[src/rtl/smoothed_gain_spatial_mixer_defines.svh]
// Assertion macros for the smoothed-gain spatial mixer.
// Depends on nothing; the asserting module must have clk_i and rst_ni in scope.
`ifndef SMOOTHED_GAIN_SPATIAL_MIXER_DEFINES_SVH
`define SMOOTHED_GAIN_SPATIAL_MIXER_DEFINES_SVH

// Antecedent implies consequent in the same cycle.
`define SGSM_ASSERT_IMP(label, ante, cons, msg) \
  label: assert property (@(posedge clk_i) disable iff (!rst_ni) (ante) |-> (cons)) \
    else $error(msg);

// Antecedent implies consequent in the next cycle.
`define SGSM_ASSERT_NXT(label, ante, cons, msg) \
  label: assert property (@(posedge clk_i) disable iff (!rst_ni) (ante) |=> (cons)) \
    else $error(msg);

`endif

[src/rtl/sgsm_pkg.sv]
// Shared types, constants and the product schedule of the spatial mixer.
// Used by the request channel interface and the top level; depends on nothing.
package sgsm_pkg;

  localparam int unsigned GAIN_W      = 16;
  localparam int unsigned GAIN_COUNT  = 8;
  localparam int unsigned GIDX_W      = 3;
  localparam logic [GIDX_W-1:0] GIDX_DRY   = 3'd0;
  localparam logic [GIDX_W-1:0] GIDX_LEFT  = 3'd1;
  localparam logic [GIDX_W-1:0] GIDX_RIGHT = 3'd2;
  localparam logic [GIDX_W-1:0] GIDX_DIST  = 3'd3;
  localparam logic [GIDX_W-1:0] GIDX_DIR   = 3'd4;
  localparam logic [GIDX_W-1:0] GIDX_SEND_A = 3'd5;
  localparam logic [GIDX_W-1:0] GIDX_SEND_B = 3'd6;
  localparam logic [GIDX_W-1:0] GIDX_SEND_C = 3'd7;
  localparam logic [GAIN_W-1:0] MIN_DRY_GAIN = 16'd3;

  // Configuration registers.
  localparam int unsigned CFG_ADDR_W = 4;
  localparam int unsigned CFG_DATA_W = 32;
  localparam logic [1:0] REG_STEP = 2'd0;
  localparam logic [1:0] REG_WET  = 2'd1;
  localparam logic [1:0] REG_MUTE = 2'd2;
  localparam logic [1:0] REG_SPAT = 2'd3;
  localparam logic [15:0] STEP_RST = 16'd64;
  localparam logic [15:0] WET_RST  = 16'd410;

  // Digit-serial multiplier: the B operand is a 20-bit signed word taken
  // four bits a cycle, most significant digit first.
  localparam int unsigned DIG_W   = 4;
  localparam int unsigned NUM_DIG = 5;
  localparam int unsigned BOP_W   = DIG_W * NUM_DIG;
  localparam int unsigned CNT_W   = 3;
  localparam logic [CNT_W-1:0] CNT_LOAD  = 3'd0;
  localparam logic [CNT_W-1:0] CNT_FIRST = 3'd1;
  localparam logic [CNT_W-1:0] CNT_WB    = 3'(NUM_DIG + 1);

  localparam int unsigned OP_W       = 5;
  localparam int unsigned NUM_OPS    = 19;
  localparam logic [OP_W-1:0] OP_LAST       = 5'(NUM_OPS - 1);
  localparam logic [OP_W-1:0] OP_RAMP_FIRST = 5'd11;

  typedef enum logic [1:0] {A_MONO, A_DRY, A_STMP, A_DIFF} a_src_e;
  typedef enum logic [1:0] {B_GAIN, B_WET, B_STEP} b_src_e;
  typedef enum logic [1:0] {SH_8, SH_12, SH_15, SH_16} shift_e;
  typedef enum logic [2:0] {D_DRY, D_SL, D_SR, D_STMP, D_SA, D_SB, D_SC, D_GAIN} dst_e;

  typedef struct packed {
    a_src_e              a_src;
    b_src_e              b_src;
    logic [GIDX_W-1:0]   gidx;
    shift_e              shift;
    dst_e                dst;
  } op_t;

  // Product schedule for one sample: dry chain, pan, three sends, then the
  // eight gain ramps in index order.
  function automatic op_t op_lookup(input logic [OP_W-1:0] op);
    op_t o;
    logic [OP_W-1:0] ramp_idx;
    ramp_idx = op - OP_RAMP_FIRST;
    o = '{a_src: A_DIFF, b_src: B_STEP, gidx: ramp_idx[GIDX_W-1:0], shift: SH_16,
          dst: D_GAIN};
    case (op)
      5'd0:  o = '{A_MONO, B_GAIN, GIDX_DRY,    SH_8,  D_DRY};
      5'd1:  o = '{A_DRY,  B_GAIN, GIDX_DIR,    SH_15, D_DRY};
      5'd2:  o = '{A_DRY,  B_GAIN, GIDX_DIST,   SH_15, D_DRY};
      5'd3:  o = '{A_DRY,  B_GAIN, GIDX_LEFT,   SH_15, D_SL};
      5'd4:  o = '{A_DRY,  B_GAIN, GIDX_RIGHT,  SH_15, D_SR};
      5'd5:  o = '{A_MONO, B_GAIN, GIDX_SEND_A, SH_12, D_STMP};
      5'd6:  o = '{A_STMP, B_WET,  GIDX_SEND_A, SH_12, D_SA};
      5'd7:  o = '{A_MONO, B_GAIN, GIDX_SEND_B, SH_12, D_STMP};
      5'd8:  o = '{A_STMP, B_WET,  GIDX_SEND_B, SH_12, D_SB};
      5'd9:  o = '{A_MONO, B_GAIN, GIDX_SEND_C, SH_12, D_STMP};
      5'd10: o = '{A_STMP, B_WET,  GIDX_SEND_C, SH_12, D_SC};
      default: ;
    endcase
    return o;
  endfunction

  function automatic logic [4:0] sh_amount(input shift_e s);
    logic [4:0] n;
    case (s)
      SH_8:    n = 5'd8;
      SH_12:   n = 5'd12;
      SH_15:   n = 5'd15;
      SH_16:   n = 5'd16;
      default: n = 5'd16;
    endcase
    return n;
  endfunction

  // Send gains are signed, all others unsigned.
  function automatic logic signed [GAIN_W:0] gain_ext(input logic [GIDX_W-1:0] idx,
                                                      input logic [GAIN_W-1:0] g);
    return (idx >= GIDX_SEND_A) ? {g[GAIN_W-1], g} : {1'b0, g};
  endfunction

endpackage

[src/rtl/sgsm_ifs.sv]
// Request and result channel interfaces of the spatial mixer.
// Depends on sgsm_pkg for the gain width.
interface sgsm_req_if #(parameter int unsigned SAMPLE_BITS = 16);
  import sgsm_pkg::*;
  logic                          valid;
  logic                          ready;
  logic                          req_type;
  logic signed [SAMPLE_BITS-1:0] left_in;
  logic signed [SAMPLE_BITS-1:0] right_in;
  logic [GAIN_W-1:0]             target_dry;
  logic [GAIN_W-1:0]             target_left;
  logic [GAIN_W-1:0]             target_right;
  logic [GAIN_W-1:0]             target_distance;
  logic [GAIN_W-1:0]             target_directivity;
  logic signed [GAIN_W-1:0]      target_send_a;
  logic signed [GAIN_W-1:0]      target_send_b;
  logic signed [GAIN_W-1:0]      target_send_c;

  modport source (output valid, req_type, left_in, right_in, target_dry, target_left,
                  target_right, target_distance, target_directivity, target_send_a,
                  target_send_b, target_send_c, input ready);
  modport sink (input valid, req_type, left_in, right_in, target_dry, target_left,
                target_right, target_distance, target_directivity, target_send_a,
                target_send_b, target_send_c, output ready);
endinterface

interface sgsm_res_if #(parameter int unsigned SAMPLE_BITS = 16);
  logic                          valid;
  logic                          ready;
  logic signed [SAMPLE_BITS-1:0] out_left;
  logic signed [SAMPLE_BITS-1:0] out_right;
  logic signed [SAMPLE_BITS-1:0] send_a;
  logic signed [SAMPLE_BITS-1:0] send_b;
  logic signed [SAMPLE_BITS-1:0] send_c;

  modport source (output valid, out_left, out_right, send_a, send_b, send_c, input ready);
  modport sink (input valid, out_left, out_right, send_a, send_b, send_c, output ready);
endinterface

[src/rtl/smoothed_gain_spatial_mixer.sv]
// Smoothed-gain spatial mixer: each sample request gives one result with two dry outputs
// and three reverb sends; a target request loads new gain targets and gives no result.
// All 19 products of a sample (dry chain, pan, sends, eight gain ramps) run through one
// shared multiplier that takes its B operand four bits a cycle; each product has an
// operand load, five digit steps, and rounding with write-back, and a sample request
// holds the block from acceptance through all of its products until the next request
// can be taken. The result sits in an output register, so the next request is accepted
// while it waits. Depends on sgsm_pkg, sgsm_ifs and the assertion macro header.
`include "smoothed_gain_spatial_mixer_defines.svh"

module smoothed_gain_spatial_mixer #(
  parameter int unsigned SAMPLE_BITS = 16
) (
  input  logic                                clk_i,
  input  logic                                rst_ni,
  sgsm_req_if.sink                            req_i,
  sgsm_res_if.source                          res_o,
  input  logic                                psel,
  input  logic                                penable,
  input  logic                                pwrite,
  input  logic [sgsm_pkg::CFG_ADDR_W-1:0]     paddr,
  input  logic [sgsm_pkg::CFG_DATA_W-1:0]     pwdata,
  output logic [sgsm_pkg::CFG_DATA_W-1:0]     prdata,
  output logic                                pready
);
  import sgsm_pkg::*;

  localparam int unsigned SB = SAMPLE_BITS;
  localparam int unsigned AW = SB + GAIN_W;
  localparam int unsigned PW = AW + BOP_W;

  typedef enum logic [2:0] {
    ST_IDLE = 3'b001,
    ST_CALC = 3'b010,
    ST_DONE = 3'b100
  } state_e;

  state_e state_q, state_d;

  logic [GAIN_W-1:0] cur_q [GAIN_COUNT];
  logic [GAIN_W-1:0] tgt_q [GAIN_COUNT];
  logic [15:0]       step_q, wet_q;
  logic              mute_q, spat_q;

  logic [OP_W-1:0]   op_q;
  logic [CNT_W-1:0]  cnt_q;

  logic signed [SB-1:0] mono_q;
  logic signed [AW-1:0] dry_q, sl_q, sr_q, stmp_q, sa_q, sb_q, sc_q;
  logic [BOP_W-1:0]     bsh_q;
  logic signed [PW-1:0] acc_q;

  logic                 out_valid_q;
  logic signed [SB-1:0] out_l_q, out_r_q, out_a_q, out_b_q, out_c_q;

  // Request and configuration handshakes.
  logic req_acc, smp_acc, tgt_acc, cfg_wr, out_load;
  assign req_i.ready = (state_q == ST_IDLE);
  assign req_acc = req_i.valid && req_i.ready;
  assign smp_acc = req_acc && !req_i.req_type;
  assign tgt_acc = req_acc && req_i.req_type;
  assign pready  = 1'b1;
  assign cfg_wr  = psel && penable && pwrite && pready;
  assign out_load = (state_q == ST_DONE) && (!out_valid_q || res_o.ready);

  always_comb begin
    case (paddr[3:2])
      REG_STEP: prdata = {16'd0, step_q};
      REG_WET:  prdata = {16'd0, wet_q};
      REG_MUTE: prdata = {31'd0, mute_q};
      REG_SPAT: prdata = {31'd0, spat_q};
      default:  prdata = '0;
    endcase
  end

  // Downmix: floor of the average.
  logic signed [SB:0] lr_sum;
  assign lr_sum = {req_i.left_in[SB-1], req_i.left_in}
                + {req_i.right_in[SB-1], req_i.right_in};

  // Operand selection for the current product.
  op_t cur_op;
  logic [GAIN_W-1:0]       gain_sel, tgt_sel;
  logic signed [GAIN_W:0]  gain_s, tgt_s, diff_s;
  logic signed [AW-1:0]    a_op;
  logic [BOP_W-1:0]        b_op;

  assign cur_op   = op_lookup(op_q);
  assign gain_sel = cur_q[cur_op.gidx];
  assign tgt_sel  = tgt_q[cur_op.gidx];
  assign gain_s   = gain_ext(cur_op.gidx, gain_sel);
  assign tgt_s    = gain_ext(cur_op.gidx, tgt_sel);
  assign diff_s   = tgt_s - gain_s;

  always_comb begin
    case (cur_op.a_src)
      A_MONO:  a_op = {{(AW-SB){mono_q[SB-1]}}, mono_q};
      A_DRY:   a_op = dry_q;
      A_STMP:  a_op = stmp_q;
      A_DIFF:  a_op = {{(AW-GAIN_W-1){diff_s[GAIN_W]}}, diff_s};
      default: a_op = '0;
    endcase
    case (cur_op.b_src)
      B_GAIN:  b_op = {{(BOP_W-GAIN_W-1){gain_s[GAIN_W]}}, gain_s};
      B_WET:   b_op = {{(BOP_W-16){1'b0}}, wet_q};
      B_STEP:  b_op = {{(BOP_W-16){1'b0}}, step_q};
      default: b_op = '0;
    endcase
  end

  // One digit step: the leading digit carries the operand's sign.
  logic [DIG_W-1:0]         digit;
  logic signed [DIG_W:0]    digit_s;
  logic signed [AW+DIG_W:0] part;
  logic signed [PW-1:0]     acc_next;
  assign digit    = bsh_q[BOP_W-1 -: DIG_W];
  assign digit_s  = {(cnt_q == CNT_FIRST) ? digit[DIG_W-1] : 1'b0, digit};
  assign part     = a_op * digit_s;
  assign acc_next = (acc_q <<< DIG_W) + {{(PW-AW-DIG_W-1){part[AW+DIG_W]}}, part};

  // Round half up, then arithmetic shift.
  logic [4:0]           shamt;
  logic signed [PW-1:0] acc_rnd, rnd_full;
  logic signed [AW-1:0] res;
  logic [GAIN_W:0]      ramp_sum;
  assign shamt    = sh_amount(cur_op.shift);
  assign acc_rnd  = acc_q + (PW'(1) << (shamt - 5'd1));
  assign rnd_full = acc_rnd >>> shamt;
  assign res      = rnd_full[AW-1:0];
  assign ramp_sum = gain_s + res[GAIN_W:0];

  function automatic logic signed [SB-1:0] sat(input logic signed [AW-1:0] v);
    logic fits;
    fits = (v[AW-1:SB-1] == '0) || (v[AW-1:SB-1] == '1);
    if (fits) return v[SB-1:0];
    return v[AW-1] ? {1'b1, {(SB-1){1'b0}}} : {1'b0, {(SB-1){1'b1}}};
  endfunction

  always_comb begin
    state_d = state_q;
    case (state_q)
      ST_IDLE: if (smp_acc) state_d = ST_CALC;
      ST_CALC: if (cnt_q == CNT_WB && op_q == OP_LAST) state_d = ST_DONE;
      ST_DONE: if (out_load) state_d = ST_IDLE;
      default: state_d = ST_IDLE;
    endcase
  end

  // Control state, gains and configuration.
  always_ff @(posedge clk_i or negedge rst_ni) begin
    if (!rst_ni) begin
      state_q     <= ST_IDLE;
      op_q        <= '0;
      cnt_q       <= CNT_LOAD;
      out_valid_q <= 1'b0;
      step_q      <= STEP_RST;
      wet_q       <= WET_RST;
      mute_q      <= 1'b0;
      spat_q      <= 1'b1;
      for (int i = 0; i < GAIN_COUNT; i++) begin
        cur_q[i] <= '0;
        tgt_q[i] <= '0;
      end
    end else begin
      state_q <= state_d;
      if (cfg_wr) begin
        case (paddr[3:2])
          REG_STEP: step_q <= pwdata[15:0];
          REG_WET:  wet_q  <= pwdata[15:0];
          REG_MUTE: mute_q <= pwdata[0];
          REG_SPAT: spat_q <= pwdata[0];
          default: ;
        endcase
      end
      if (tgt_acc) begin
        tgt_q[GIDX_DRY]    <= (req_i.target_dry < MIN_DRY_GAIN) ? MIN_DRY_GAIN
                                                                : req_i.target_dry;
        tgt_q[GIDX_LEFT]   <= req_i.target_left;
        tgt_q[GIDX_RIGHT]  <= req_i.target_right;
        tgt_q[GIDX_DIST]   <= req_i.target_distance;
        tgt_q[GIDX_DIR]    <= req_i.target_directivity;
        tgt_q[GIDX_SEND_A] <= req_i.target_send_a;
        tgt_q[GIDX_SEND_B] <= req_i.target_send_b;
        tgt_q[GIDX_SEND_C] <= req_i.target_send_c;
      end
      if (smp_acc) begin
        op_q  <= '0;
        cnt_q <= CNT_LOAD;
      end else if (state_q == ST_CALC) begin
        if (cnt_q == CNT_WB) begin
          cnt_q <= CNT_LOAD;
          if (op_q != OP_LAST) op_q <= op_q + 5'd1;
          if (cur_op.dst == D_GAIN) cur_q[cur_op.gidx] <= ramp_sum[GAIN_W-1:0];
        end else begin
          cnt_q <= cnt_q + 3'd1;
        end
      end
      if (out_load) out_valid_q <= 1'b1;
      else if (res_o.ready) out_valid_q <= 1'b0;
    end
  end

  // Datapath registers.
  always_ff @(posedge clk_i) begin
    if (smp_acc) mono_q <= lr_sum[SB:1];
    if (state_q == ST_CALC) begin
      if (cnt_q == CNT_LOAD) begin
        bsh_q <= b_op;
        acc_q <= '0;
      end else if (cnt_q != CNT_WB) begin
        bsh_q <= bsh_q << DIG_W;
        acc_q <= acc_next;
      end else begin
        case (cur_op.dst)
          D_DRY:   dry_q  <= res;
          D_SL:    sl_q   <= res;
          D_SR:    sr_q   <= res;
          D_STMP:  stmp_q <= res;
          D_SA:    sa_q   <= res;
          D_SB:    sb_q   <= res;
          D_SC:    sc_q   <= res;
          default: ;
        endcase
      end
    end
    if (out_load) begin
      out_l_q <= mute_q ? '0 : sat(spat_q ? sl_q : dry_q);
      out_r_q <= mute_q ? '0 : sat(spat_q ? sr_q : dry_q);
      out_a_q <= sat(sa_q);
      out_b_q <= sat(sb_q);
      out_c_q <= sat(sc_q);
    end
  end

  assign res_o.valid     = out_valid_q;
  assign res_o.out_left  = out_l_q;
  assign res_o.out_right = out_r_q;
  assign res_o.send_a    = out_a_q;
  assign res_o.send_b    = out_b_q;
  assign res_o.send_c    = out_c_q;

  `SGSM_ASSERT_NXT(a_sample_starts, smp_acc, (state_q == ST_CALC) && (op_q == '0) && (cnt_q == CNT_LOAD), "sample request did not start the product schedule")
  `SGSM_ASSERT_NXT(a_target_no_work, tgt_acc, state_q == ST_IDLE, "target request started work")
  `SGSM_ASSERT_IMP(a_sched_bounds, state_q == ST_CALC, (op_q <= OP_LAST) && (cnt_q <= CNT_WB), "product schedule out of range")
  `SGSM_ASSERT_IMP(a_done_at_end, state_q == ST_DONE, (op_q == OP_LAST) && (cnt_q == CNT_LOAD), "result ready before the last product")

endmodule
[src/flat_wrapper.sv]
// flat-port wrapper written by rule: the top's interface ports become plain ports
module smoothed_gain_spatial_mixer_flat import sgsm_pkg::*;
#(
  parameter int unsigned SAMPLE_BITS = 16
)
  (clk_i, rst_ni, psel, penable, pwrite, paddr, pwdata, prdata, pready, req_i_valid, req_i_req_type, req_i_left_in, req_i_right_in, req_i_target_dry, req_i_target_left, req_i_target_right, req_i_target_distance, req_i_target_directivity, req_i_target_send_a, req_i_target_send_b, req_i_target_send_c, req_i_ready, res_o_valid, res_o_out_left, res_o_out_right, res_o_send_a, res_o_send_b, res_o_send_c, res_o_ready);
  sgsm_req_if #(.SAMPLE_BITS(SAMPLE_BITS)) req_i_i ();
  sgsm_res_if #(.SAMPLE_BITS(SAMPLE_BITS)) res_o_i ();
  input  logic clk_i;
  input  logic rst_ni;
  input  logic psel;
  input  logic penable;
  input  logic pwrite;
  input  logic [sgsm_pkg::CFG_ADDR_W-1:0] paddr;
  input  logic [sgsm_pkg::CFG_DATA_W-1:0] pwdata;
  output logic [sgsm_pkg::CFG_DATA_W-1:0] prdata;
  output logic pready;
  input wire logic [$bits(req_i_i.valid)-1:0] req_i_valid;
  input wire logic [$bits(req_i_i.req_type)-1:0] req_i_req_type;
  input wire logic [$bits(req_i_i.left_in)-1:0] req_i_left_in;
  input wire logic [$bits(req_i_i.right_in)-1:0] req_i_right_in;
  input wire logic [$bits(req_i_i.target_dry)-1:0] req_i_target_dry;
  input wire logic [$bits(req_i_i.target_left)-1:0] req_i_target_left;
  input wire logic [$bits(req_i_i.target_right)-1:0] req_i_target_right;
  input wire logic [$bits(req_i_i.target_distance)-1:0] req_i_target_distance;
  input wire logic [$bits(req_i_i.target_directivity)-1:0] req_i_target_directivity;
  input wire logic [$bits(req_i_i.target_send_a)-1:0] req_i_target_send_a;
  input wire logic [$bits(req_i_i.target_send_b)-1:0] req_i_target_send_b;
  input wire logic [$bits(req_i_i.target_send_c)-1:0] req_i_target_send_c;
  output wire logic [$bits(req_i_i.ready)-1:0] req_i_ready;
  output wire logic [$bits(res_o_i.valid)-1:0] res_o_valid;
  output wire logic [$bits(res_o_i.out_left)-1:0] res_o_out_left;
  output wire logic [$bits(res_o_i.out_right)-1:0] res_o_out_right;
  output wire logic [$bits(res_o_i.send_a)-1:0] res_o_send_a;
  output wire logic [$bits(res_o_i.send_b)-1:0] res_o_send_b;
  output wire logic [$bits(res_o_i.send_c)-1:0] res_o_send_c;
  input wire logic [$bits(res_o_i.ready)-1:0] res_o_ready;
  assign req_i_i.valid = req_i_valid;
  assign req_i_i.req_type = req_i_req_type;
  assign req_i_i.left_in = req_i_left_in;
  assign req_i_i.right_in = req_i_right_in;
  assign req_i_i.target_dry = req_i_target_dry;
  assign req_i_i.target_left = req_i_target_left;
  assign req_i_i.target_right = req_i_target_right;
  assign req_i_i.target_distance = req_i_target_distance;
  assign req_i_i.target_directivity = req_i_target_directivity;
  assign req_i_i.target_send_a = req_i_target_send_a;
  assign req_i_i.target_send_b = req_i_target_send_b;
  assign req_i_i.target_send_c = req_i_target_send_c;
  assign req_i_ready = req_i_i.ready;
  assign res_o_valid = res_o_i.valid;
  assign res_o_out_left = res_o_i.out_left;
  assign res_o_out_right = res_o_i.out_right;
  assign res_o_send_a = res_o_i.send_a;
  assign res_o_send_b = res_o_i.send_b;
  assign res_o_send_c = res_o_i.send_c;
  assign res_o_i.ready = res_o_ready;
  smoothed_gain_spatial_mixer #(.SAMPLE_BITS(SAMPLE_BITS)) u_core (.clk_i(clk_i), .rst_ni(rst_ni), .req_i(req_i_i), .res_o(res_o_i), .psel(psel), .penable(penable), .pwrite(pwrite), .paddr(paddr), .pwdata(pwdata), .prdata(prdata), .pready(pready));
endmodule
[config.mk]
export PLATFORM = sky130hd
export DESIGN_NAME = smoothed_gain_spatial_mixer_flat
export DESIGN_NICKNAME = d
export VERILOG_FILES = /design/src/rtl/sgsm_pkg.sv /design/src/rtl/sgsm_ifs.sv /design/src/rtl/smoothed_gain_spatial_mixer.sv /design/src/flat_wrapper.sv
export VERILOG_INCLUDE_DIRS = /design/src /design/src/rtl
export SDC_FILE = /design/constraint.sdc
export NUM_CORES = 2
export LEC_CHECK = 0
export ABC_CLOCK_PERIOD_IN_PS = 31400
export BUFFER_PORTS_ARGS = -buffer_cell sky130_fd_sc_hd__clkbuf_2
export CORE_ASPECT_RATIO = 0.9
export CORE_MARGIN = 10
export CORE_UTILIZATION = 62
export CTS_CLUSTER_SIZE = 14
export DETAILED_ROUTE_END_ITERATION = 8
export PLACE_DENSITY = 0.8
export SYNTH_ARGS = -nofsm -noshare
export SYNTH_HDL_FRONTEND = slang
export SYNTH_SLANG_ARGS = --single-unit
[constraint.sdc]
create_clock -name clk_i -period 31.4 [get_ports clk_i]
set_input_delay 1.57 -clock clk_i [delete_from_list [all_inputs] [get_ports clk_i]]
set_output_delay 1.57 -clock clk_i [all_outputs]
set_load 0.02 [all_outputs]
Yosys cells after proc, flatten, opt, wreduce, memory -nomap -nowiden. Index checks and enable logic that the tools add are counted.

Bits in registers: 694. Bits in read-only memories: 0. RAM bits: 0. Output and inout bits: 115. Bits in latches: 0. Memories: 0. Input bits: 204.

Equality and inequality tests: 44. Bitwise gates (word level): 4. Multipliers: 1. Add/sub/neg operators: 9. Magnitude comparators: 4. Divide/modulo/power cells: 0. Muxes and demuxes: 61. Shift-type cells: 2. Reduce and logical (&&, ||, !) cells: 48.

Operators by type and width (number): $mux W16 (21); $pmux W32 S4 (2); $pmux W12 S11 (1); $bwmux W128 (1); $add A52 B52 Y52 (2); $bmux W16 S3 (2); $eq A17 B17 Y1 const B (5); $logic_not A17 Y1 (5); $mux W32 (2); $pmux W20 S3 (1); $mux W52 (1); $shl A1 B5 Y52 const A (1); $sshr A52 B5 Y32 (1); $demux W16 S3 (1); $mux W20 (2); $mul A32 B5 Y37 (1); $mux W17 (2); $reduce_and A4 Y1 (8); $eq A5 B3 Y1 const B (4); $mux W5 (4); $pmux W5 S4 (1); $eq A3 B3 Y1 const B (6); $mux W3 (6); $add A16 B16 Y17 (1); 35 further kinds (92).

Longest topological paths before layout.
Depth after elaboration: 12. Gate-level depth with buffers: 59.

Worst setup path before layout. Ideal clock, no wire load.

Kind: register -> register. Start point: reg u_core.op_q[0]. End point: reg u_core.acc_q[49] (data pin). Stages on the path, launching flop included: 52. Setup slack: 19.569 ns. Required time: 31.134 ns. Clock period less this slack: 11.831 ns. Library setup time: 0.266 ns. Arrival: 11.565 ns. Path buffers: 5. Cell sequence: dfrtp_1 -> inv_1 -> ha_1 -> or3_1 -> a21oi_1 -> o211ai_2 -> nand2_2 -> clkbuf_1 -> clkbuf_1 -> clkbuf_1 -> clkbuf_1 -> nand2_1 -> nand3_1 -> and4_1 -> ha_1 -> inv_1 -> fa_1 -> a21o_1 -> (+16 left out) -> a21oi_1 -> o211ai_1 -> a41oi_1 -> nand4b_1 -> a311oi_1 -> a221oi_1 -> xnor2_1 -> ha_1 -> a21o_1 -> a21o_1 -> a21o_1 -> a21o_1 -> a21oi_1 -> o21bai_1 -> a21oi_1 -> o21ai_0 -> xnor2_1 -> nor2_1.

Cells in the longest elaborated chain, start to end: 12. Elaborated cells on any way between the ends: 32. Those cells by class: add/sub (3); mul (1); order compare (1); eq/ne (13); mux (11); bitwise (1); reduce/logical (2).

RTL lines: from (decl) (RTL line smoothed_gain_spatial_mixer.sv:45) `logic [OP_W-1:0] op_q;`; from (signal assigned) (RTL line smoothed_gain_spatial_mixer.sv:192) `if (op_q != OP_LAST) op_q <= op_q + 5'd1;`; $sub A3 B2 Y3, or another cell as far along (RTL line sgsm_pkg.sv:61) `ramp_idx = op - OP_RAMP_FIRST;`; $pmux W12 S11 * (RTL line sgsm_pkg.sv:64) `case (op)`; $not A3 Y4 (implied by the code) (RTL line smoothed_gain_spatial_mixer.sv:89, smoothed_gain_spatial_mixer.sv:90); $bmux W16 S3 (on tied branches) (RTL line smoothed_gain_spatial_mixer.sv:90, smoothed_gain_spatial_mixer.sv:89); $mux W16 (on tied branches) (2 in series) (RTL line smoothed_gain_spatial_mixer.sv:90, smoothed_gain_spatial_mixer.sv:89); $mux W17 (RTL line sgsm_pkg.sv:96) `return (idx >= GIDX_SEND_A) ? {g[GAIN_W-1], g} : {1'b0, g};`; $sub A17 B17 Y17 (RTL line smoothed_gain_spatial_mixer.sv:93) `assign diff_s = tgt_s - gain_s;`; $pmux W32 S4 * (RTL line smoothed_gain_spatial_mixer.sv:96) `case (cur_op.a_src)`; $mul A32 B5 Y37 * (RTL line smoothed_gain_spatial_mixer.sv:118) `assign part = a_op * digit_s;`; $add A52 B52 Y52 * (RTL line smoothed_gain_spatial_mixer.sv:119) `assign acc_next = (acc_q <<< DIG_W) + {{(PW-AW-DIG_W-1){part[AW+DIG_W]}}, part};`; $mux W52 * (RTL line smoothed_gain_spatial_mixer.sv:210) `end else if (cnt_q != CNT_WB) begin`; to (signal assigned) (RTL line smoothed_gain_spatial_mixer.sv:212) `acc_q <= acc_next;`; to (decl) (RTL line smoothed_gain_spatial_mixer.sv:51) `logic signed [PW-1:0] acc_q;`.

Every way passes the cells marked *; elsewhere a longest branch is shown, timed or not. The select of a mux whose other input is x is not followed. A chain may end at the register's enable or synchronous reset.

Worst setup path in the final report.
Start point: reg u_core.op_q[0]. End point: reg u_core.acc_q[50] (data pin).

Same word-level chain as after synthesis.

==> metrics.cfg <==
[run_status]
outcome = complete, no violations

[timing]
final-setup-viol-count = 0
worstMarginPinSlew_ps = 1260
fmax_mhz = 70.85
report.final.slew_viol_count = 0
finClkSkew_ps = 37.53
finalCritPeriodShare_pct = 44.95
hold_violations = 0
grt_setup_unrepaired = false
finalSetupTns_ps = 0
slew_headroom_pct = 15.83
period_minus_slack_ps = 14110

[synth]
postSynth.asyncResetShare_pct = 43.52
synth_seq_cells = 694
synth-main-ff-cell = edfxtp_1
synthCells = 4212
syn_avg_cell_area_um2 = 10.11
synth_common_cells = 574 x nand2_1, 392 x edfxtp_1, 301 x a21oi_1, 294 x dfrtp_1, 278 x nor2_1
synth_edf_count = 392
syn_area_mm2 = 0.04258
ys_seq_area_share_pct = 45.41
yosys_warnings = 0
ys_types = 90
synth_area_leaders = edfxtp_1 28%, dfrtp_1 17%, mux2_2 5.7%
synth_top_area_share_pct = 27.64
post-synth-top-area-cell = edfxtp_1
yosysMostFrequentCell = nand2_1

[floorplanning]
die-area_mm2 = 0.07958
rows = 91
die_w_um = 296.2
dieHeight_um = 268.6
ios = 319
start_util_pct = 62.33
coreArea_mm2 = 0.06832

[global_routing]
antenna_found_initial = 3
gr-usage-all-layers_pct = 30.82
grt_max_degree = 122
grt_pass1_vias = 33570
grt-ovfl-total = 0
grt_first_pass_wirelength_mm = 190.1

[route]
wirelength_mm = 124.4
top_layer = met5
drc = 0
dr.pass1.iters = 6
detail-route-antenna-nets = 0
vias_per_cell = 6.362
wl_per_cell_um = 23.10
wl_met1_mm = 47.89
wl_met2_mm = 57.50
num_vias = 34280
drtIter0Drc = 3464
dr_wl_met3_mm = 12.69

[placement]
hpwl_mm = 89.40
portBuffers = 283
gp_congestion = 1.016
place_area_mm2 = 0.04502
placed_cells = 5259

[clock_network]
clkTransAtPathRegs_ps = 60
post_cts_resized = 0
root_buffer = clkbuf_16
cts_made_buffers = 74
cts.sinks = 694
postCtsSetupRepairBufs = 0
cts_hold_buf = 0
cts_max_level = 3
worstSkewPairLatency_ps = 650
clockBufferDepth = 3
cts_tree = yes

[layout]
fin_area_mm2 = 0.04740
insertedDiodeCount = 0
nets = 4950
syn2layout_area_growth_pct = 11.32
fin_util_pct = 69.39
fin_cells = 5388
layout-drive-gt1-share_pct = 16.98

[setup_path]
worst_setup_path_end_kind = register
arrival_ps = 14490
required_ps = 31770
max_stage_delay_ps = 710
crit_type = register to register
cp_max_fo = 63
cpMaxStageDelayCell = a2111oi_0
start_kind = register
crit_top_cell = o21ai_0

[pwr]
vdd_drop_max_mv = 0.05919
powerDensity_mw_per_mm2 = 64.01
cellLeakagePower_uw = 0.02054

[worst_hold_path]
hold_path_class = register to register

[flow_run]
drv_cap = 0

[state kept, by name, summed over array words and instances, names as in the netlist, 5 cells and up]
signal / count
u_core.acc_q: 52
u_core.bsh_q: 20
u_core.cur_q: 128
u_core.dry_q: 32
u_core.mono_q: 16
u_core.op_q: 5
u_core.res_o.out_left: 16
u_core.res_o.out_right: 16
u_core.res_o.send_a: 16
u_core.res_o.send_b: 16
u_core.res_o.send_c: 16
u_core.sa_q: 32
u_core.sb_q: 32
u_core.sc_q: 32
u_core.sl_q: 32
u_core.sr_q: 32
u_core.step_q: 16
u_core.stmp_q: 32
u_core.tgt_q: 128
u_core.wet_q: 16
[final timing paths]
check                                  start           endpoint  slack (ps)  cells after the start
setup reg to reg              u_core.op_q[0]   u_core.acc_q[50]       17290                     47
hold reg to reg            u_core.cur_q[104]  u_core.cur_q[104]         480                      2
setup / recovery              u_core.op_q[0]   u_core.acc_q[50]       17290                     47
min in group asynchronous             rst_ni   u_core.cur_q[73]        1040                      1
max in group asynchronous             rst_ni  u_core.tgt_q[106]       28190                      3
hold / removal             u_core.cur_q[104]  u_core.cur_q[104]         480                      2
[area by class of cell]
class | instances | area (µm²)
clock buffer | 96 | 2047
clock inverter | 33 | 334.1
fill | 5093 | 20910
inverter | 245 | 919.6
multi-input combinational | 3081 | 21680
sequential | 694 | 19340
tap | 883 | 1105
timing repair buffer | 356 | 1974
[worst max-delay path: cells and delay by family, from the launching register on]
kind,cells,cell delay [ps]
and+or+nand+nor,8,1960
adders and majority gates,8,3070
DFF,1,500
AOI/OAI and AO/OA,22,6610
buffers and inverters,6,1060
xor gates and xnor gates,3,580
[per-stage QoR]
step	setup WS [ps]	power [µW]	hold slack [ps]
floorplan	19570	1882	449.7
global placement	17610	2123	461.7
detailed placement	17530	2151	470.0
CTS	17420	3024	482.7
global route	16470	3191	500.3
finish	17290	3034	481.3
[cell usage in the layout (no fill, tap or decap), types with 70 or more instances in the layout]
master / count
nand2_1: 573
edfxtp_1: 392
a21oi_1: 300
dfrtp_1: 294
clkbuf_2: 282
nor2_1: 268
o21ai_0: 250
inv_1: 243
mux2_2: 217
ha_1: 190
a21o_1: 126
nand3_1: 118
fa_1: 103
xnor2_1: 93
clkbuf_16: 76
buf_4: 73
mux2i_1: 72
xor2_1: 70
[cell families after synthesis]
logic type	synth area share, %
XOR/XNOR	3.353
buffers and inverters	4.225
AND/OR/NAND/NOR	14.22
other	0.01764
multiplexers	8.048
AO/OA/AOI/OAI	14.21
adder cells (fa/ha/maj)	10.51
flip-flops	45.41
[report_power, final]
group / switching, µW / total [µW] / internal, µW
combinational: 628 / 1070 / 443
clock: 376 / 873 / 496
sequential: 45.9 / 1090 / 1040
[routing by layer]
layer  track usage [%]  vias to the layer above
met5                 0                        -
met4             14.59                        4
met3             7.209                      364
met2             49.02                     1795
met1             39.64                    16660
li1                  -                    15460
No activity file was read; power rests on OpenSTA's default activity.
